File: src/sv/prpu_pkg.sv
`timescale 1ns / 1ps

package prpu_pkg;

    // Widths of the transaction fields on the ports.
    localparam int PAGE_NUMBER_W = 16;
    localparam int FRAME_INDEX_W = 2;
    localparam int FAULT_W       = 32;

    // Replacement mode held in the configuration register.
    typedef enum logic [0:0] {
        POLICY_FIFO = 1'b0,
        POLICY_LRU  = 1'b1
    } policy_t;

endpackage

File: src/sv/page_replacement_policy_unit.sv
// An accepted transaction passes through the input register and then the result register
// before its result shows on the result channel.
// Throughput: one page reference per cycle while out_stall is low; the tag compare, victim
// choice and rank update happen combinationally between the input and result registers.
// Reset (asynchronous, active low) empties all frames, zeroes ranks, pointer and fault
// count and selects FIFO mode; no clearing pass is needed, so the block is ready at once.
`timescale 1ns / 1ps

module page_replacement_policy_unit #(
    parameter int FRAME_COUNT = 4,
    parameter int PAGE_BITS   = 16
) (
    input  logic                                clk,
    input  logic                                rst_n,
    // Configuration write port for the replacement mode register.
    input  logic                                cfg_wr_en,
    input  logic                                cfg_wr_data,
    // Page reference channel.
    input  logic                                in_valid,
    output logic                                in_stall,
    input  logic [prpu_pkg::PAGE_NUMBER_W-1:0]  page_number,
    // Result channel.
    output logic                                out_valid,
    input  logic                                out_stall,
    output logic                                hit,
    output logic [prpu_pkg::FRAME_INDEX_W-1:0]  frame_index,
    output logic                                evicted_valid,
    output logic [prpu_pkg::PAGE_NUMBER_W-1:0]  evicted_page,
    output logic [prpu_pkg::FAULT_W-1:0]        fault_total
);

    import prpu_pkg::*;

    // Only the low PAGE_BITS bits of a page number matter, and the port carries at most
    // PAGE_NUMBER_W of them, so the frame tags are as wide as the smaller of the two.
    localparam int TAG_BITS = (PAGE_BITS < PAGE_NUMBER_W) ? PAGE_BITS : PAGE_NUMBER_W;
    localparam int IDX_W    = $clog2(FRAME_COUNT);
    localparam int RANK_W   = $clog2(FRAME_COUNT);

    localparam logic [IDX_W-1:0]  LAST_FRAME = IDX_W'(FRAME_COUNT - 1);
    localparam logic [RANK_W-1:0] OLDEST     = RANK_W'(FRAME_COUNT - 1);

    // ------------------------------------------------------------------
    // Registers
    // ------------------------------------------------------------------
    policy_t                   policy_reg;

    // Input stage: holds one accepted reference until it is processed.
    logic                      s1_valid_reg;
    logic                      s1_valid_next;
    logic [TAG_BITS-1:0]       s1_page_reg;

    // Frame table. Tags are payload and are only read while the frame is valid.
    logic [TAG_BITS-1:0]       frame_page_reg  [FRAME_COUNT];
    logic [FRAME_COUNT-1:0]    frame_valid_reg;
    logic [FRAME_COUNT-1:0]    frame_valid_next;
    logic [RANK_W-1:0]         rank_reg        [FRAME_COUNT];
    logic [RANK_W-1:0]         rank_next       [FRAME_COUNT];
    logic [IDX_W-1:0]          fifo_ptr_reg;
    logic [IDX_W-1:0]          fifo_ptr_next;
    logic [FAULT_W-1:0]        fault_cnt_reg;
    logic [FAULT_W-1:0]        fault_cnt_next;

    // Result stage.
    logic                      s2_valid_reg;
    logic                      s2_valid_next;
    logic                      hit_reg;
    logic [FRAME_INDEX_W-1:0]  frame_index_reg;
    logic                      evicted_valid_reg;
    logic [PAGE_NUMBER_W-1:0]  evicted_page_reg;

    // ------------------------------------------------------------------
    // Handshake control
    // ------------------------------------------------------------------
    logic in_accept;
    logic advance;

    // The input stage moves on whenever the result register is empty or being drained,
    // which keeps a full pipeline running at one transaction per cycle.
    assign advance   = s1_valid_reg && !(s2_valid_reg && out_stall);
    assign in_stall  = s1_valid_reg && !advance;
    assign in_accept = in_valid && !in_stall;

    assign s1_valid_next = in_accept || (s1_valid_reg && !advance);
    assign s2_valid_next = advance || (s2_valid_reg && out_stall);

    // ------------------------------------------------------------------
    // Lookup and victim selection
    // ------------------------------------------------------------------
    logic [FRAME_COUNT-1:0] match_vec;
    logic [FRAME_COUNT-1:0] oldest_vec;
    logic                   found;
    logic [IDX_W-1:0]       match_idx;
    logic                   has_empty;
    logic [IDX_W-1:0]       empty_idx;
    logic [IDX_W-1:0]       oldest_idx;
    logic [IDX_W-1:0]       used_idx;
    logic                   evict;
    logic [TAG_BITS-1:0]    evict_tag;
    logic                   do_touch;
    logic                   used_was_valid;
    logic [RANK_W-1:0]      used_rank;

    // Lowest-index winners: scanning from the top lets the lower index overwrite.
    always_comb
    begin
        found      = 1'b0;
        match_idx  = '0;
        has_empty  = 1'b0;
        empty_idx  = '0;
        oldest_idx = '0;
        for (int g = FRAME_COUNT - 1; g >= 0; g--)
        begin
            match_vec[g]  = frame_valid_reg[g] && (frame_page_reg[g] == s1_page_reg);
            oldest_vec[g] = (rank_reg[g] == OLDEST);
            if (match_vec[g])
            begin
                found     = 1'b1;
                match_idx = IDX_W'(g);
            end
            if (!frame_valid_reg[g])
            begin
                has_empty = 1'b1;
                empty_idx = IDX_W'(g);
            end
            if (oldest_vec[g])
            begin
                oldest_idx = IDX_W'(g);
            end
        end
    end

    // When every frame is full the ranks form a permutation, so the least recently used
    // frame is simply the one holding the oldest rank.
    always_comb
    begin
        if (found)
        begin
            used_idx = match_idx;
        end
        else if (has_empty)
        begin
            used_idx = empty_idx;
        end
        else if (policy_reg == POLICY_LRU)
        begin
            used_idx = oldest_idx;
        end
        else
        begin
            used_idx = fifo_ptr_reg;
        end
    end

    assign evict          = !found && !has_empty;
    assign evict_tag      = evict ? frame_page_reg[used_idx] : '0;
    assign do_touch       = !found || (policy_reg == POLICY_LRU);
    assign used_was_valid = frame_valid_reg[used_idx];
    assign used_rank      = rank_reg[used_idx];

    // ------------------------------------------------------------------
    // State update
    // ------------------------------------------------------------------
    // Touching a frame makes it the most recent and ages every valid frame that was
    // newer than it. A frame that was empty counts as older than all others.
    always_comb
    begin
        for (int g = 0; g < FRAME_COUNT; g++)
        begin
            rank_next[g] = rank_reg[g];
            if (advance && do_touch)
            begin
                if (IDX_W'(g) == used_idx)
                begin
                    rank_next[g] = '0;
                end
                else if (frame_valid_reg[g] && (!used_was_valid || (rank_reg[g] < used_rank))
                         && (rank_reg[g] != OLDEST))
                begin
                    rank_next[g] = rank_reg[g] + 1'b1;
                end
            end
        end
    end

    always_comb
    begin
        frame_valid_next = frame_valid_reg;
        fifo_ptr_next    = fifo_ptr_reg;
        fault_cnt_next   = fault_cnt_reg;
        if (advance && !found)
        begin
            frame_valid_next[used_idx] = 1'b1;
            fifo_ptr_next = (used_idx == LAST_FRAME) ? '0 : IDX_W'(used_idx + 1'b1);
            if (fault_cnt_reg != {FAULT_W{1'b1}})
            begin
                fault_cnt_next = fault_cnt_reg + 1'b1;
            end
        end
    end

    // Control state, cleared by reset.
    always_ff @(posedge clk or negedge rst_n)
    begin
        if (!rst_n)
        begin
            policy_reg      <= POLICY_FIFO;
            s1_valid_reg    <= 1'b0;
            s2_valid_reg    <= 1'b0;
            frame_valid_reg <= '0;
            fifo_ptr_reg    <= '0;
            fault_cnt_reg   <= '0;
            for (int g = 0; g < FRAME_COUNT; g++)
            begin
                rank_reg[g] <= '0;
            end
        end
        else
        begin
            if (cfg_wr_en)
            begin
                policy_reg <= policy_t'(cfg_wr_data);
            end
            s1_valid_reg    <= s1_valid_next;
            s2_valid_reg    <= s2_valid_next;
            frame_valid_reg <= frame_valid_next;
            fifo_ptr_reg    <= fifo_ptr_next;
            fault_cnt_reg   <= fault_cnt_next;
            for (int g = 0; g < FRAME_COUNT; g++)
            begin
                rank_reg[g] <= rank_next[g];
            end
        end
    end

    // Payload registers carry no reset.
    always_ff @(posedge clk)
    begin
        if (in_accept)
        begin
            s1_page_reg <= page_number[TAG_BITS-1:0];
        end
        if (advance)
        begin
            if (!found)
            begin
                frame_page_reg[used_idx] <= s1_page_reg;
            end
            hit_reg           <= found;
            frame_index_reg   <= FRAME_INDEX_W'(used_idx);
            evicted_valid_reg <= evict;
            evicted_page_reg  <= PAGE_NUMBER_W'(evict_tag);
        end
    end

    assign out_valid     = s2_valid_reg;
    assign hit           = hit_reg;
    assign frame_index   = frame_index_reg;
    assign evicted_valid = evicted_valid_reg;
    assign evicted_page  = evicted_page_reg;
    assign fault_total   = fault_cnt_reg;

`ifndef ASSERT_OFF
    // With all frames full exactly one frame holds the oldest rank.
    a_oldest_unique: assert property (@(posedge clk) disable iff (!rst_n)
        (&frame_valid_reg) |-> $onehot(oldest_vec))
        else $error("oldest rank not unique among full frames");

    // A filled frame never becomes empty again.
    a_valid_sticky: assert property (@(posedge clk) disable iff (!rst_n)
        1'b1 |=> ((frame_valid_reg & $past(frame_valid_reg)) == $past(frame_valid_reg)))
        else $error("frame valid bit dropped");

    // A hit evicts nothing and leaves the fault count alone.
    a_hit_no_fault: assert property (@(posedge clk) disable iff (!rst_n)
        (advance && found) |=> (!evicted_valid_reg && $stable(fault_cnt_reg)))
        else $error("hit changed fault state");

    // A fault below saturation counts exactly once.
    a_fault_count: assert property (@(posedge clk) disable iff (!rst_n)
        (advance && !found && (fault_cnt_reg != {FAULT_W{1'b1}}))
        |=> (fault_cnt_reg == $past(fault_cnt_reg) + 1'b1))
        else $error("fault count not advanced");
`endif

endmodule
File: config.mk
export PLATFORM = sky130hd
export DESIGN_NAME = page_replacement_policy_unit
export DESIGN_NICKNAME = d
export VERILOG_FILES = /design/src/sv/prpu_pkg.sv /design/src/sv/page_replacement_policy_unit.sv
export SDC_FILE = /design/constraint.sdc
export NUM_CORES = 1
export LEC_CHECK = 0
export ABC_AREA = 1
export BUFFER_PORTS_ARGS = -buffer_cell sky130_fd_sc_hd__buf_2
export CAP_MARGIN = 20
export CORE_MARGIN = 2
export CORE_UTILIZATION = 25
export DETAILED_ROUTE_END_ITERATION = 8
export PLACE_DENSITY = 0.4
export SLEW_MARGIN = 20
export SYNTH_ARGS = -nofsm -noshare
export SYNTH_HDL_FRONTEND = slang
export SYNTH_SLANG_ARGS = --single-unit
File: constraint.sdc
create_clock -name clk -period 4.3 [get_ports clk]
set_input_delay 0.645 -clock clk [delete_from_list [all_inputs] [get_ports clk]]
set_output_delay 0.645 -clock clk [all_outputs]
set_load 0.05 [all_outputs]
-- Yosys cells after proc, flatten, opt, wreduce, memory -nomap -nowiden
Memory sizes are Yosys's and may differ from the RTL's. A register that Yosys moved wholly into a read port is not among the register bits.
Index checks and enable logic that the tools add are counted.
- register bits after elaboration: 69
- bits in writable memories: 64
- bits of input ports: 22
- output and inout port bits: 54
- word-level logic and storage cells: 133
- memories: 1
- $add $sub $neg: 6
- $lt $le $gt $ge: 7
- equality and inequality tests: 17
- muxes and demuxes: 42
- bitwise logic cells: 2
- reduce and logical (&&, ||, !) cells: 44
- memories (memory ; words ; bits a word ; read ports ; clocked after Yosys merged registers in ; write ports ; RTL line ; RTL):
    frame_page_reg ; 4 ; 16 ; 5 ; 1 ; 1 ; page_replacement_policy_unit.sv:54 ; logic [TAG_BITS-1:0] frame_page_reg [FRAME_COUNT];
- operators with widths (operator ; number):
    $eq 16x16->1 ; 4
    $mux 2 ; 26
    $add 32x1->32 const B ; 1
    $ne 32x32->1 const B ; 1
    $logic_and 1x1->1 ; 20
    $mux 1 ; 13
    $add 2x1->2 const B ; 5
    $eq 2x2->1 const B ; 5
    $reduce_and 2->1 ; 5
    $lt 2x2->1 ; 4
    $ne 2x2->1 const B ; 4
    $reduce_bool 2->1 ; 4
    $logic_not 1->1 ; 7
    $logic_or 1x1->1 ; 7
    $bmux 2 s2 ; 1
    $eq 2x2->1 const A ; 2
    $or 4x4->4 ; 1
    $ge 3x3->1 const B ; 1
    $lt 2x3->1 const B ; 1
    $not 2->3 ; 1
    $bmux 1 s2 ; 1
    $demux 1 s2 ; 1
    $eq 1x2->1 const A ; 1
    $ge 2x1->1 const B ; 1
    $logic_not 2->1 ; 1

-- Longest topological paths before layout
- depth in word-level cells: 18
- depth in mapped cells: 24
- depth with buffers taken out: 24

-- Worst setup path before layout
OpenSTA, ideal clock, no wires.
- path type: register to register
- start: register s1_page_reg[2]
- end: memory frame_page_reg[3][0] (netlist name) (enable)
- library setup time: 0.388 ns
- arrival: 2.873 ns
- required time: 3.912 ns
- slack: 1.038 ns
- stages on the path, launching flop included: 15
- path buffers: 2
- period minus slack after synthesis: 3.262 ns
- cell sequence: edfxtp_1 xnor2_1 nand3_1 nor2_1 nand2_1 nor2_1 nand2_1 nand2_1 nand2_1 nand2_2 buf_2 clkbuf_1 ha_1 inv_1 nor2_1
- elaborated cells on any way between the ends: 20
- classes of those cells: eq/ne (4); mux (12); reduce/logical (4)
- RTL lines (item ; RTL line ; RTL):
    start, declared ; page_replacement_policy_unit.sv:51 ; logic [TAG_BITS-1:0] s1_page_reg;
    start signal, assigned ; page_replacement_policy_unit.sv:241 ; s1_page_reg <= page_number[TAG_BITS-1:0];
    $eq 16x16->1 ; page_replacement_policy_unit.sv:114 ; match_vec[g] = frame_valid_reg[g] && (frame_page_reg[g] == s1_page_reg);
    $logic_and 1x1->1 ; page_replacement_policy_unit.sv:114 ;
    $mux 2 / $mux 1 (equally long branches) (4 in a row) ; page_replacement_policy_unit.sv:116 ; if (match_vec[g])
    $mux 2 * ; page_replacement_policy_unit.sv:137 ; if (found)
    via used_idx[0] ; page_replacement_policy_unit.sv:97 ; logic [IDX_W-1:0] used_idx;
    end, declared ; page_replacement_policy_unit.sv:54 ;
Mark *: on every way through the listed nets, which the timed path passes. The rest lies on a longest branch.

-- Final worst setup path
- start: register s1_page_reg[9]
- end: memory frame_page_reg[3][8] (netlist name) (enable)
- cells in the longest elaborated chain, start to end: 9
- elaborated cells on any way between the ends: 20
- classes of those cells: eq/ne (4); mux (12); reduce/logical (4)
- ends and longest elaborated chain (item ; RTL line ; RTL):
    $eq 16x16->1 ; page_replacement_policy_unit.sv:114 ;
    $logic_and 1x1->1 ; page_replacement_policy_unit.sv:114 ;
    $mux 1 (4 in a row) ; page_replacement_policy_unit.sv:116 ;
    $mux 1 ; page_replacement_policy_unit.sv:245 ; if (!found)
    $mux 1 ; page_replacement_policy_unit.sv:243 ; if (advance)
    $mux 1 (implied by the code) ; page_replacement_policy_unit.sv:247 ; frame_page_reg[used_idx] <= s1_page_reg;
Several ways; a longest one is shown, not always the timed one.

==> impl_metrics.yaml <==
critical_path:
  cp-end-kind: "flip-flop"
  worstReg2RegStart: "s1_page_reg[9]"
  cp-start-kind: "flip-flop"
  crit_arrival_ns: 3.57
  cp_max_fo: 64
  worstPathRequired_ns: 4.41
  r2r_cells: 17
  timing.rr.end: "frame_page_reg[3][8]"
  ff2ff_setup_slack_ns: 0.84
  crit_type: "flip-flop to flip-flop"
clocking:
  clock_path_buffers: 2
  cts_tree: "yes"
  ctsHoldBuffers: 0
  clk_latency_ns: 0.44
  cts_root_buffer: "clkbuf_16"
  post_cts_resized: 0
  post_cts_buffers: 0
  cts_buffers: 17
  cts_sinks: 149
  clk_pin_slew_worst_paths_ns: 0.07
  htreeDepth: 4
logic_synthesis:
  synthArstFlopShare: 0.329
  synth_seq_area_share: 0.531
  synth_nets: 988
  ys_ff_latch: 149
  synth_top_cell_area_share: 0.377
  synth-compound-area-share: 0.0688
  yosysMostFrequentCell: "nand2_1"
  yosysTopAreaCell: "edfxtp_1"
  synthDistinctLibCells: 41
  synthMuxAreaShare: 0
  ys.flop_type: "edfxtp_1"
  synthTopCellsByArea: "edfxtp_1 38%, dfrtp_1 15%, nand2_1 14%"
  synth_fa_ha_area_frac: 0.0141
  synth_top_family_by_area: "simple AND/OR/NAND/NOR gates"
  synth_xor_area_frac: 0.0429
  syn-cell-area_mm2: 0.00796
  ys_warn_count: 0
  syn_area_per_cell_um2: 8.32
  synthCells: 957
  synthTopCellsByCount: "299 x nand2_1, 132 x inv_1, 100 x edfxtp_1"
  yosys.area_share.simple: 0.270
  synth-edff-count: 100
cells_and_area:
  area_delta_synth_final_pct: 19.7
  stdcell_area_mm2: 0.00953
  multi_input_area_mm2: 0.00315
  drive_gt1_frac: 0.134
  diodes: 0
  seq_area_mm2: 0.00423
  largest_register_ffs: 64
  fillers: 3314
  nets: 1080
drt:
  wl_per_cell_um: 17.1
  num_vias: 6581
  viasPerCell: 4.50
  ant_nets: 0
  drt_iter0_markers: 504
  drc_errors: 0
  drt_first_pass_iters: 5
  routed_wl_um: 25000
timing:
  finalHoldViolCount: 0
  setup_viol: 0
  fin_crit_ns: 3.46
  setup_tns_ns: 0
  slew_viol_final: 0
  finalCritPeriodShare: 0.804
  fin_ws_ns: 0.844
  finalClockSkew_ns: 0.0112
  rsz0062_at_grt: "false"
  whs_ns: 0.137
  worstMarginPinSlew_ns: 1.00
  fmax_mhz: 289
  slew_headroom: 0.331
floorplan:
  die_x_um: 182
  core_area_mm2: 0.0315
  num_io_pins: 76
  fp.dieH_um: 182
  start_util: 0.253
  dieArea_mm2: 0.0333
  core.rowCount: 65
worst_hold_path:
  min_path_type: "input pin to asynchronous set/reset pin"
power:
  p_leak_nw: 4.51
  totalPowerFinal_w: 0.00545
  ir_worst_vdd_mv: 0.306
  power.density_mw_per_mm2: 572
status:
  status: "complete, no violations"
placement:
  dp_hpwl_um: 18500
  postPlaceCellArea_mm2: 0.00886
  gp_congestion: 0.927
  port_buffers: 75
  dp_slack_ns: 0.887
global_route:
  grt_max_degree: 65
  overflow: 0
  grt_pass1_vias: 6475
  grt_pass1_wl_um: 38600
  grt_antenna_before_repair: 3
  grt_usage: 0.156
job:
  max_cap_violations: 0
-- worst max path at each step --
stage                          startpoint               endpoint  cells after the start
after floorplan            s1_page_reg[2]   frame_page_reg[3][0]                     14
after global placement     s1_page_reg[9]  frame_page_reg[3][11]                     17
after detailed placement   s1_page_reg[9]  frame_page_reg[3][11]                     17
after CTS                  s1_page_reg[9]   frame_page_reg[3][3]                     17
after global routing      s1_page_reg[10]            rank_reg[2]                     24
final                      s1_page_reg[9]   frame_page_reg[3][8]                     17
-- cell families (layout without fill, tap and decap cells) --
logic type | count (synthesis) | in the layout
adders and majority gates | 9 | 9
xor gates and xnor gates | 39 | 39
buffers and inverters | 153 | 258
DFF | 149 | 149
and+or+nand+nor | 503 | 503
AOI/OAI and AO/OA | 104 | 104
-- area by class of cell --
type / count / share of cell area
flip-flops and latches: 149 / 0.444
multi-input cells: 655 / 0.331
inverters: 140 / 0.0555
well taps: 402 / 0.0528
repair buffers: 86 / 0.0501
clock buffers: 17 / 0.0446
clock inverters: 15 / 0.0226
-- through the flow --
step / cells / util
after floorplan: 957 / -
after CTS: 1463 / 0.302
after detailed placement: 1431 / 0.282
after global routing: 1464 / 0.303
final: 1464 / 0.303
after global placement: 1431 / 0.282
-- worst max-delay path: stages, from the launching register on --
cell and delay [ns]:
edfxtp_1 0.48, inv_1 0.16, nand2_1 0.18, nand2_1 0.07
nor2_1 0.11, nand2_1 0.12, nor2_1 0.10, nand2_1 0.05
nor2_1 0.08, nand2_1 0.06, nand2_1 0.06, nand2_1 0.16
nand2_2 0.12, buf_4 0.52, ha_1 0.33, inv_1 0.08
nor2_1 0.11, buf_4 0.31
-- report_power, final --
part	switching (W)	internal, W	total [W]
Combinational	0.00129	0.000493	0.00178
Sequential	0.000182	0.00182	0.00200
Clock	0.000681	0.000990	0.00167
-- cells in the final DEF (no fill, tap or decap), types with 5 or more instances in the layout --
cell type | netlist | final
nand2_1 | 299 | 299
inv_1 | 132 | 132
edfxtp_1 | 100 | 100
nor2_1 | 97 | 97
buf_2 | 3 | 75
a21oi_1 | 51 | 51
dfrtp_1 | 49 | 49
nand3_1 | 48 | 48
o21ai_0 | 39 | 39
xor2_1 | 27 | 27
clkbuf_16 | 0 | 17
nand4_1 | 15 | 15
nor3_1 | 13 | 13
xnor2_1 | 12 | 12
buf_4 | 0 | 10
ha_1 | 9 | 9
o211ai_1 | 7 | 7
inv_2 | 6 | 6
nor4_1 | 6 | 6
inv_6 | 0 | 6
nand3b_1 | 5 | 5
-- metal layers --
layer	vias up	track usage	wire length, um
met2	147	0.233	10700
li1	3284	-	-
met1	3109	0.219	12400
met3	37	0.0355	1180
met5	-	0	30
met4	4	0.0574	634
No activity file was read; power rests on OpenSTA's default activity.
